`src/cvxq_pkg.sv`:
```
// Package for the convex polygon query block: sizes, codes, shared types.
// Used by cvxq_vstore, cvxq_dot_unit and convex_polygon_query.
package cvxq_pkg;

  localparam int MAX_VERTICES = 16;
  localparam int COORD_WIDTH  = 16;
  localparam int IDX_W        = $clog2(MAX_VERTICES);
  localparam int NCNT_W       = IDX_W + 1;
  localparam int CNT_W        = 5;
  localparam int SLOT_W       = 4;
  localparam int FUNC_W       = 2;
  // operand width covers 2*q - 2*v - e
  localparam int OPW          = COORD_WIDTH + 3;
  localparam int PROD_W       = 2 * OPW;
  localparam int DOT_W        = PROD_W + 1;

  typedef logic signed [COORD_WIDTH-1:0] cvxq_coord_t;
  typedef logic signed [OPW-1:0]         cvxq_op_t;
  typedef logic signed [PROD_W-1:0]      cvxq_prod_t;
  typedef logic signed [DOT_W-1:0]       cvxq_dotv_t;

  typedef enum logic [FUNC_W-1:0] {
    FUNC_LOAD    = 2'd0,
    FUNC_SUPPORT = 2'd1,
    FUNC_CONTAIN = 2'd2
  } cvxq_func_t;

  typedef enum logic [1:0] {
    ST_IDLE,
    ST_RUN,
    ST_DRAIN,
    ST_FINISH
  } cvxq_state_t;

  // vertex data that rides along with a dot product
  typedef struct packed {
    logic [IDX_W-1:0] idx;
    cvxq_coord_t      x;
    cvxq_coord_t      y;
  } cvxq_tag_t;

  // request into the shared dot unit: sub selects a0*b0 - a1*b1
  typedef struct packed {
    logic      valid;
    logic      sub;
    cvxq_op_t  a0;
    cvxq_op_t  b0;
    cvxq_op_t  a1;
    cvxq_op_t  b1;
    cvxq_tag_t tag;
  } cvxq_req_t;

  // result and status of the shared dot unit
  typedef struct packed {
    logic       valid;
    logic       busy;
    cvxq_dotv_t dot;
    cvxq_tag_t  tag;
  } cvxq_dot_t;

endpackage

```
`src/cvxq_vstore.sv`:
```
// Vertex store: one write port, one registered read port, x and y side by side.
// Depends on cvxq_pkg for sizes and the coordinate type.
module cvxq_vstore
  import cvxq_pkg::*;
(
  input  logic             clk,
  input  logic             wr_en,
  input  logic [IDX_W-1:0] wr_addr,
  input  cvxq_coord_t      wr_x,
  input  cvxq_coord_t      wr_y,
  input  logic [IDX_W-1:0] rd_addr,
  output cvxq_coord_t      rd_x,
  output cvxq_coord_t      rd_y
);

  cvxq_coord_t x_mem [MAX_VERTICES];
  cvxq_coord_t y_mem [MAX_VERTICES];
  cvxq_coord_t rd_x_r;
  cvxq_coord_t rd_y_r;

  always_ff @(posedge clk) begin
    if (wr_en) begin
      x_mem[wr_addr] <= wr_x;
      y_mem[wr_addr] <= wr_y;
    end
  end

  always_ff @(posedge clk) begin
    rd_x_r <= x_mem[rd_addr];
    rd_y_r <= y_mem[rd_addr];
  end

  assign rd_x = rd_x_r;
  assign rd_y = rd_y_r;

endmodule

```
`src/cvxq_dot_unit.sv`:
```
// Shared two-term dot product unit: operand register, two multipliers, add/sub.
// Three register stages, one request per cycle. Depends on cvxq_pkg.
module cvxq_dot_unit
  import cvxq_pkg::*;
(
  input  logic      clk,
  input  logic      rst_n,
  input  cvxq_req_t req,
  output cvxq_dot_t rsp
);

  logic       s0_v_r;
  logic       s0_sub_r;
  cvxq_op_t   s0_a0_r, s0_b0_r, s0_a1_r, s0_b1_r;
  cvxq_tag_t  s0_tag_r;

  logic       s1_v_r;
  logic       s1_sub_r;
  cvxq_prod_t p0_r, p1_r;
  cvxq_tag_t  s1_tag_r;

  logic       s2_v_r;
  cvxq_dotv_t dot_r;
  cvxq_tag_t  s2_tag_r;

  always_ff @(posedge clk) begin
    if (!rst_n) begin
      s0_v_r <= 1'b0;
      s1_v_r <= 1'b0;
      s2_v_r <= 1'b0;
    end else begin
      s0_v_r <= req.valid;
      s1_v_r <= s0_v_r;
      s2_v_r <= s1_v_r;
    end
  end

  always_ff @(posedge clk) begin
    s0_sub_r <= req.sub;
    s0_a0_r  <= req.a0;
    s0_b0_r  <= req.b0;
    s0_a1_r  <= req.a1;
    s0_b1_r  <= req.b1;
    s0_tag_r <= req.tag;

    s1_sub_r <= s0_sub_r;
    p0_r     <= s0_a0_r * s0_b0_r;
    p1_r     <= s0_a1_r * s0_b1_r;
    s1_tag_r <= s0_tag_r;

    dot_r    <= s1_sub_r ? (DOT_W'(p0_r) - DOT_W'(p1_r))
                         : (DOT_W'(p0_r) + DOT_W'(p1_r));
    s2_tag_r <= s1_tag_r;
  end

  assign rsp.valid = s2_v_r;
  assign rsp.busy  = s0_v_r | s1_v_r | s2_v_r;
  assign rsp.dot   = dot_r;
  assign rsp.tag   = s2_tag_r;

endmodule

```
`src/convex_polygon_query.sv`:
```
// Convex polygon query block. A load transaction writes one vertex and an unused code writes
// nothing; either gives an all-zero result through the finish step and the output register.
// A support or containment query walks the first vertex_count vertices (0 reads as 1, above
// 16 as 16) through one shared dot product unit, one vertex per cycle from the single read
// port of the vertex store, then drains the three-stage unit; a containment query makes
// one extra read that closes the last edge. Each result passes from the finish step into
// the output register, and the next transaction is accepted once the block is idle again.
// The block takes one transaction at a time; a finished result waits in the output register
// while the next transaction is accepted, and a result still waiting there holds back the
// finish of the following one.
// Depends on cvxq_pkg, cvxq_vstore and cvxq_dot_unit.
module convex_polygon_query
  import cvxq_pkg::*;
(
  input  logic                   clk,
  input  logic                   rst_n,
  input  logic                   in_valid,
  output logic                   in_stall,
  input  logic [FUNC_W-1:0]      in_func,
  input  logic [SLOT_W-1:0]      in_vertex_slot,
  input  logic signed [COORD_WIDTH-1:0] in_vec_x,
  input  logic signed [COORD_WIDTH-1:0] in_vec_y,
  output logic                   out_valid,
  input  logic                   out_stall,
  output logic [SLOT_W-1:0]      out_support_index,
  output logic signed [COORD_WIDTH-1:0] out_support_x,
  output logic signed [COORD_WIDTH-1:0] out_support_y,
  output logic                   out_inside_res,
  input  logic                   cfg_valid,
  output logic                   cfg_ready,
  input  logic [CNT_W-1:0]       cfg_data
);

  cvxq_state_t       state_r, state_nxt;
  logic [CNT_W-1:0]  vcount_r;
  logic [FUNC_W-1:0] func_r;
  cvxq_coord_t       qx_r, qy_r;
  logic [NCNT_W-1:0] k_r, k_nxt;
  logic [NCNT_W-1:0] k_end_r;
  logic [NCNT_W-1:0] n_eff;

  logic              rd_v_r;
  logic              rd_first_r;
  logic [IDX_W-1:0]  rd_idx_r;
  cvxq_coord_t       prev_x_r, prev_y_r;

  logic [IDX_W-1:0]  best_idx_r;
  cvxq_coord_t       best_x_r, best_y_r;
  cvxq_dotv_t        best_dot_r;
  logic              inside_r;

  logic              out_valid_r;
  logic [SLOT_W-1:0] out_idx_r;
  cvxq_coord_t       out_x_r, out_y_r;
  logic              out_in_r;

  logic              accept;
  logic              start_query;
  logic              issue;
  logic              fire;
  logic              is_contain;
  logic              wr_en;
  logic [IDX_W-1:0]  rd_addr;
  cvxq_coord_t       rd_x, rd_y;
  cvxq_op_t          ex, ey, ax, ay;
  cvxq_req_t         req;
  cvxq_dot_t         rsp;
  cvxq_dotv_t        dot_val;

  assign cfg_ready  = 1'b1;
  assign in_stall   = (state_r != ST_IDLE);
  assign accept     = in_valid && !in_stall;
  assign is_contain = (func_r == FUNC_CONTAIN);
  assign start_query = accept && (in_func == FUNC_SUPPORT || in_func == FUNC_CONTAIN);
  assign wr_en      = accept && (in_func == FUNC_LOAD) && (int'(in_vertex_slot) < MAX_VERTICES);

  // clamp the register to the range of vertices in use
  always_comb begin
    if (vcount_r == '0) begin
      n_eff = NCNT_W'(1);
    end else if (int'(vcount_r) > MAX_VERTICES) begin
      n_eff = NCNT_W'(MAX_VERTICES);
    end else begin
      n_eff = NCNT_W'(vcount_r);
    end
  end

  // the closing read of a containment walk wraps to vertex 0
  assign rd_addr = (is_contain && k_r == k_end_r) ? '0 : k_r[IDX_W-1:0];

  cvxq_vstore u_vstore (
    .clk     (clk),
    .wr_en   (wr_en),
    .wr_addr (in_vertex_slot[IDX_W-1:0]),
    .wr_x    (in_vec_x),
    .wr_y    (in_vec_y),
    .rd_addr (rd_addr),
    .rd_x    (rd_x),
    .rd_y    (rd_y)
  );

  // operands: direction and vertex for support, edge terms for containment
  always_comb begin
    ex = OPW'(rd_x) - OPW'(prev_x_r);
    ey = OPW'(rd_y) - OPW'(prev_y_r);
    ax = (OPW'(qx_r) <<< 1) - (OPW'(prev_x_r) <<< 1) - ex;
    ay = (OPW'(qy_r) <<< 1) - (OPW'(prev_y_r) <<< 1) - ey;
    req.tag.idx = rd_idx_r;
    req.tag.x   = rd_x;
    req.tag.y   = rd_y;
    if (is_contain) begin
      req.valid = rd_v_r && !rd_first_r;
      req.sub   = 1'b1;
      req.a0    = ey;
      req.b0    = ax;
      req.a1    = ex;
      req.b1    = ay;
    end else begin
      req.valid = rd_v_r;
      req.sub   = 1'b0;
      req.a0    = OPW'(qx_r);
      req.b0    = OPW'(rd_x);
      req.a1    = OPW'(qy_r);
      req.b1    = OPW'(rd_y);
    end
  end

  cvxq_dot_unit u_dot (
    .clk   (clk),
    .rst_n (rst_n),
    .req   (req),
    .rsp   (rsp)
  );

  assign dot_val = rsp.dot;

  // sequencer
  always_comb begin
    state_nxt = state_r;
    k_nxt     = k_r;
    issue     = 1'b0;
    fire      = 1'b0;
    unique case (state_r)
      ST_IDLE: begin
        if (accept) begin
          k_nxt     = '0;
          state_nxt = start_query ? ST_RUN : ST_FINISH;
        end
      end
      ST_RUN: begin
        issue = 1'b1;
        k_nxt = k_r + NCNT_W'(1);
        if (k_r == k_end_r) begin
          state_nxt = ST_DRAIN;
        end
      end
      ST_DRAIN: begin
        if (!rd_v_r && !rsp.busy) begin
          state_nxt = ST_FINISH;
        end
      end
      ST_FINISH: begin
        if (!out_valid_r || !out_stall) begin
          fire      = 1'b1;
          state_nxt = ST_IDLE;
        end
      end
      default: state_nxt = ST_IDLE;
    endcase
  end

  always_ff @(posedge clk) begin
    if (!rst_n) begin
      state_r     <= ST_IDLE;
      vcount_r    <= CNT_W'(1);
      k_r         <= '0;
      rd_v_r      <= 1'b0;
      out_valid_r <= 1'b0;
    end else begin
      state_r <= state_nxt;
      k_r     <= k_nxt;
      rd_v_r  <= issue;
      if (cfg_valid && cfg_ready) begin
        vcount_r <= cfg_data;
      end
      if (fire) begin
        out_valid_r <= 1'b1;
      end else if (!out_stall) begin
        out_valid_r <= 1'b0;
      end
    end
  end

  always_ff @(posedge clk) begin
    if (accept) begin
      func_r     <= in_func;
      qx_r       <= in_vec_x;
      qy_r       <= in_vec_y;
      k_end_r    <= (in_func == FUNC_CONTAIN) ? n_eff : n_eff - NCNT_W'(1);
      best_idx_r <= '0;
      best_x_r   <= '0;
      best_y_r   <= '0;
      inside_r   <= 1'b1;
    end else if (rsp.valid) begin
      if (is_contain) begin
        if (dot_val < 0) begin
          inside_r <= 1'b0;
        end
      end else if (rsp.tag.idx == '0 || dot_val > best_dot_r) begin
        // first vertex seeds the running maximum; ties keep the earlier vertex
        best_dot_r <= dot_val;
        best_idx_r <= rsp.tag.idx;
        best_x_r   <= rsp.tag.x;
        best_y_r   <= rsp.tag.y;
      end
    end
    if (issue) begin
      rd_first_r <= (k_r == '0);
      rd_idx_r   <= rd_addr;
    end
    if (rd_v_r) begin
      prev_x_r <= rd_x;
      prev_y_r <= rd_y;
    end
    if (fire) begin
      out_idx_r <= (func_r == FUNC_SUPPORT) ? SLOT_W'(best_idx_r) : '0;
      out_x_r   <= (func_r == FUNC_SUPPORT) ? best_x_r : '0;
      out_y_r   <= (func_r == FUNC_SUPPORT) ? best_y_r : '0;
      out_in_r  <= (func_r == FUNC_CONTAIN) ? inside_r : 1'b0;
    end
  end

  assign out_valid         = out_valid_r;
  assign out_support_index = out_idx_r;
  assign out_support_x     = out_x_r;
  assign out_support_y     = out_y_r;
  assign out_inside_res    = out_in_r;

  a_stall_after_accept: assert property (@(posedge clk) disable iff (!rst_n)
    accept |=> in_stall)
    else $error("input not held off after an accepted transaction");

  a_result_from_finish: assert property (@(posedge clk) disable iff (!rst_n)
    $rose(out_valid) |-> $past(state_r == ST_FINISH))
    else $error("result presented outside the finish step");

  a_unit_idle: assert property (@(posedge clk) disable iff (!rst_n)
    (state_r == ST_IDLE) |-> (!rsp.busy && !rd_v_r))
    else $error("dot unit still working while idle");

  a_one_kind: assert property (@(posedge clk) disable iff (!rst_n)
    out_valid |-> !(out_inside_res && out_support_index != '0))
    else $error("result mixes support and containment fields");

endmodule

```
`config.mk`:
```
export PLATFORM = sky130hd
export DESIGN_NAME = convex_polygon_query
export DESIGN_NICKNAME = d
export VERILOG_FILES = /design/src/cvxq_pkg.sv /design/src/cvxq_vstore.sv /design/src/cvxq_dot_unit.sv /design/src/convex_polygon_query.sv
export SDC_FILE = /design/constraint.sdc
export NUM_CORES = 2
export LEC_CHECK = 0
export ABC_AREA = 1
export BUFFER_PORTS_ARGS = -buffer_cell sky130_fd_sc_hd__buf_2
export CORE_MARGIN = 5
export CORE_UTILIZATION = 55
export CTS_BUF_LIST = sky130_fd_sc_hd__clkbuf_4
export DETAILED_ROUTE_END_ITERATION = 8
export MAX_ROUTING_LAYER = met4
export PLACE_DENSITY = 0.72
export SLEW_MARGIN = 10
export SYNTH_ARGS = -nofsm -noshare
export SYNTH_HDL_FRONTEND = slang
export SYNTH_SLANG_ARGS = --single-unit
```
`constraint.sdc`:
```
create_clock -name clk -period 8.08 [get_ports clk]
set_clock_uncertainty 0.15 [all_clocks]
set_input_delay 1.616 -clock clk [delete_from_list [all_inputs] [get_ports clk]]
set_output_delay 1.616 -clock clk [all_outputs]
set_load 0.05 [all_outputs]
```
==> impl_metrics.json <==
{
  "r2r_end": "u_dot.p0_r[36]",
  "grt_pass1_wl_mm": 277.8,
  "routabilityCongestion": 0.9630,
  "layout.nets": 8712,
  "clock_path_buffers": 4,
  "io_buffers": 86,
  "syn_nets": 8561,
  "period_share_pct": 87.82,
  "min_path_type": "reg -> reg",
  "grt_overflow": 0,
  "setup_slack_ns": 0.9842,
  "drt-initial-drc-count": 3615,
  "synth_ff_type": "edfxtp_1",
  "rsz0062_at_grt": "no",
  "whs_endpoint": "u_dot.rsp[25]",
  "clk_pin_slew_ns": 0.09,
  "netlist_area_um2": 70250,
  "route.detailed.drc": 0,
  "clock-sinks": 1047,
  "yosysSeqAreaShare_pct": 39.30,
  "clk_latency_ns": 1.22,
  "grt.total_usage_pct": 27.08,
  "min_from": "u_dot.s1_tag_r[25]",
  "yosysUniqueCellTypes": 54,
  "worst_pin_slew_ns": 1.080,
  "slew_headroom_pct": 28.03,
  "cts_buffers": 289,
  "viasPerCell": 5.258,
  "arrival_ns": 8.00,
  "postSynthCellCount": 7404,
  "antenna_left": 0,
  "synthToLayoutAreaGrowth_pct": 7.776,
  "min_path_cells": 0,
  "first_global_vias": 50870,
  "dpl.hpwl_mm": 130.5,
  "finalSetupViolations": 0,
  "ys_ff_latch": 1047,
  "hold_buffers": 0,
  "num_vias": 49580,
  "crit_fanout": 19,
  "grt_max_degree": 118,
  "first_pass_iters": 6,
  "htree_levels": 5,
  "reg2reg_slack_ns": 0.98,
  "cts_setup_buffers": 0,
  "rows": 131,
  "timing.rr.start": "u_dot.s0_a0_r[17]",
  "die_w_um": 367.4,
  "drive_gt1_share_pct": 8.620,
  "fmax_ghz": 0.1409,
  "cts_tree": "yes",
  "wl_per_cell_um": 18.69,
  "place_ws_ns": 1.140,
  "criticalPathCategory": "reg -> reg",
  "async_reset_ff_share_pct": 0,
  "routed_wl_mm": 176.3,
  "instances_no_fill": 9430,
  "initial_core_util_pct": 55.23,
  "syn_area_per_cell_um2": 9.488,
  "status": "finished, final reports clean",
  "fin_setup_tns_ns": 0,
  "hold_viol": 0,
  "yosysWarnings": 0,
  "critPathCaptureType": "flip-flop",
  "cts_resized": 0,
  "r2r_cells": 17,
  "maxSlewViolCount": 0,
  "fin_area_um2": 75710,
  "ioPinCount": 88,
  "dieArea_um2": 135000,
  "synth_edf_count": 664,
  "core_area_um2": 127200,
  "chipHeight_um": 367.4,
  "max-cap-violations": 0,
  "cp.required_ns": 8.99,
  "placed_cells": 8926,
  "antenna_found_initial": 19,
  "cp-start-kind": "flip-flop",
  "period_needed_ns": 7.096,
  "cts_root_buffer": "clkbuf_4",
  "placedInstanceArea_um2": 72150
}
==> worst max-delay path by stage <==
stage / cells after the start / startpoint / slack, ns / endpoint
after floorplan: 23 / u_dot.s0_a1_r[17] / 1.84 / u_dot.p1_r[37]
after global placement: 17 / u_dot.s0_a0_r[17] / 1.21 / u_dot.p0_r[36]
after detailed placement: 17 / u_dot.s0_a0_r[17] / 1.14 / u_dot.p0_r[36]
after CTS: 17 / u_dot.s0_a0_r[17] / 1.08 / u_dot.p0_r[36]
after global routing: 17 / u_dot.s0_a0_r[17] / 0.83 / u_dot.p0_r[37]
final: 17 / u_dot.s0_a0_r[17] / 0.98 / u_dot.p0_r[36]
==> Yosys cell counts, types with 3 or more instances <==
cell type,n,area share [%]
o31ai_1,8,0.085
o21ai_0,283,2.0
a41oi_1,3,0.037
nor4_1,14,0.12
a211oi_1,5,0.053
buf_1,22,0.12
inv_2,3,0.016
or2_2,33,0.29
edfxtp_1,664,28
buf_2,52,0.37
a21boi_0,8,0.085
dfxtp_1,383,11
a21oi_1,223,1.6
inv_1,1573,8.4
nor2_1,592,3.2
o211ai_2,7,0.12
nor3_1,32,0.23
clkbuf_1,193,1.0
o21a_1,6,0.064
fa_1,723,21
o21bai_1,25,0.27
clkbuf_2,3,0.021
nand3_1,334,2.4
xnor2_1,67,0.84
a221oi_1,5,0.062
o21ai_1,17,0.12
or2_1,3,0.027
nor2_2,9,0.080
xor2_1,129,1.6
buf_6,16,0.26
or2_0,42,0.37
o211ai_1,121,1.3
buf_4,4,0.043
nand4_1,25,0.22
ha_1,386,6.9
a31oi_1,34,0.30
a21o_1,25,0.27
a21boi_1,4,0.043
nand2_1,1310,7.0
==> layout by cell type, fill, tap and decap left out, types with 6 or more instances in the layout <==
master	instances
o21a_1	6
nand4_1	25
buf_2	86
o21bai_1	25
diode_2	19
nor4_1	14
dfxtp_1	383
inv_2	8
o211ai_2	7
or2_0	42
o21ai_0	283
o31ai_1	8
a21o_1	25
clkbuf_4	407
buf_4	63
inv_1	1571
or2_2	33
clkinv_1	48
nor2_4	21
o211ai_1	121
clkinv_2	17
nand3_1	334
a21oi_1	222
nor2_1	574
a21boi_0	8
ha_1	386
nor2_2	6
edfxtp_1	664
nand2_1	1309
o21ai_1	17
nor3_1	32
fa_1	723
xor2_1	129
a31oi_1	34
xnor2_1	67
==> flip-flops by register name (all words and copies together) (netlist names), 17 cells and up <==
| signal | cells |
|---|---|
| u_vstore.x_mem | 256 |
| u_vstore.y_mem | 256 |
| u_dot.s0_b0_r | 19 |
| u_dot.s0_a1_r | 17 |
| u_dot.p1_r | 38 |
| u_dot.s1_tag_r | 36 |
| u_dot.p0_r | 38 |
| u_dot.s0_b1_r | 19 |
| u_dot.rsp | 36 |
| u_dot.s0_tag_r | 36 |
| u_dot.dot_r | 39 |
| best_dot_r | 39 |
| u_dot.s0_a0_r | 17 |
==> cells by family after synthesis <==
kind of cell	after synthesis	synth area share, %
AND/OR/NAND/NOR	2402	14.00
buffers and inverters	1867	10.27
adder cells (fa/ha/maj)	1109	27.48
flip-flops	1047	39.30
AO/OA/AOI/OAI	782	6.513
XOR/XNOR	196	2.444
other	1	0.005338
==> layer usage <==
layer | track usage (%) | wire [um] | up-vias | share of wire [%]
li1 | - | - | 23560 | -
met1 | 33.47 | 71740 | 24090 | 41
met2 | 44.59 | 87120 | 1579 | 49
met5 | - | 0 | - | 0
met3 | 4.737 | 10700 | 350 | 6.1
met4 | 10.86 | 6718 | 0 | 3.8
==> through the flow <==
stage               util, %  hold slack [ns]
floorplan                 -           0.1596
global placement      56.72           0.1596
detailed placement    56.72           0.1621
CTS                   59.49          0.09869
global route          59.52           0.1146
finish                59.53           0.1172
==> final cells by class <==
cell class	instances	area (um^2)
tap	1662	2079
multi-input combinational	4490	35610
clock buffer	407	3055
fill	10900	51480
antenna	19	47.55
sequential	1047	27610
clock inverter	78	460.4
inverter	1577	5926
timing repair buffer	150	923.4
==> worst max-delay path, stage by stage (launching register included) <==
cell     delay (ns)
dfxtp_1        0.80
nand2_1        0.21
fa_1           0.68
fa_1           0.50
fa_1           0.73
inv_1          0.27
fa_1           0.61
fa_1           0.52
inv_1          0.05
fa_1           0.49
inv_1          0.04
ha_1           0.26
ha_1           0.37
inv_1          0.13
nor4_1         0.63
nand4_1        0.28
nand2_1        0.14
xor2_1         0.13
Power is left out: the tool's default activity adds up to more than one toggle a clock period on the data nets, which glitch-free logic cannot reach.
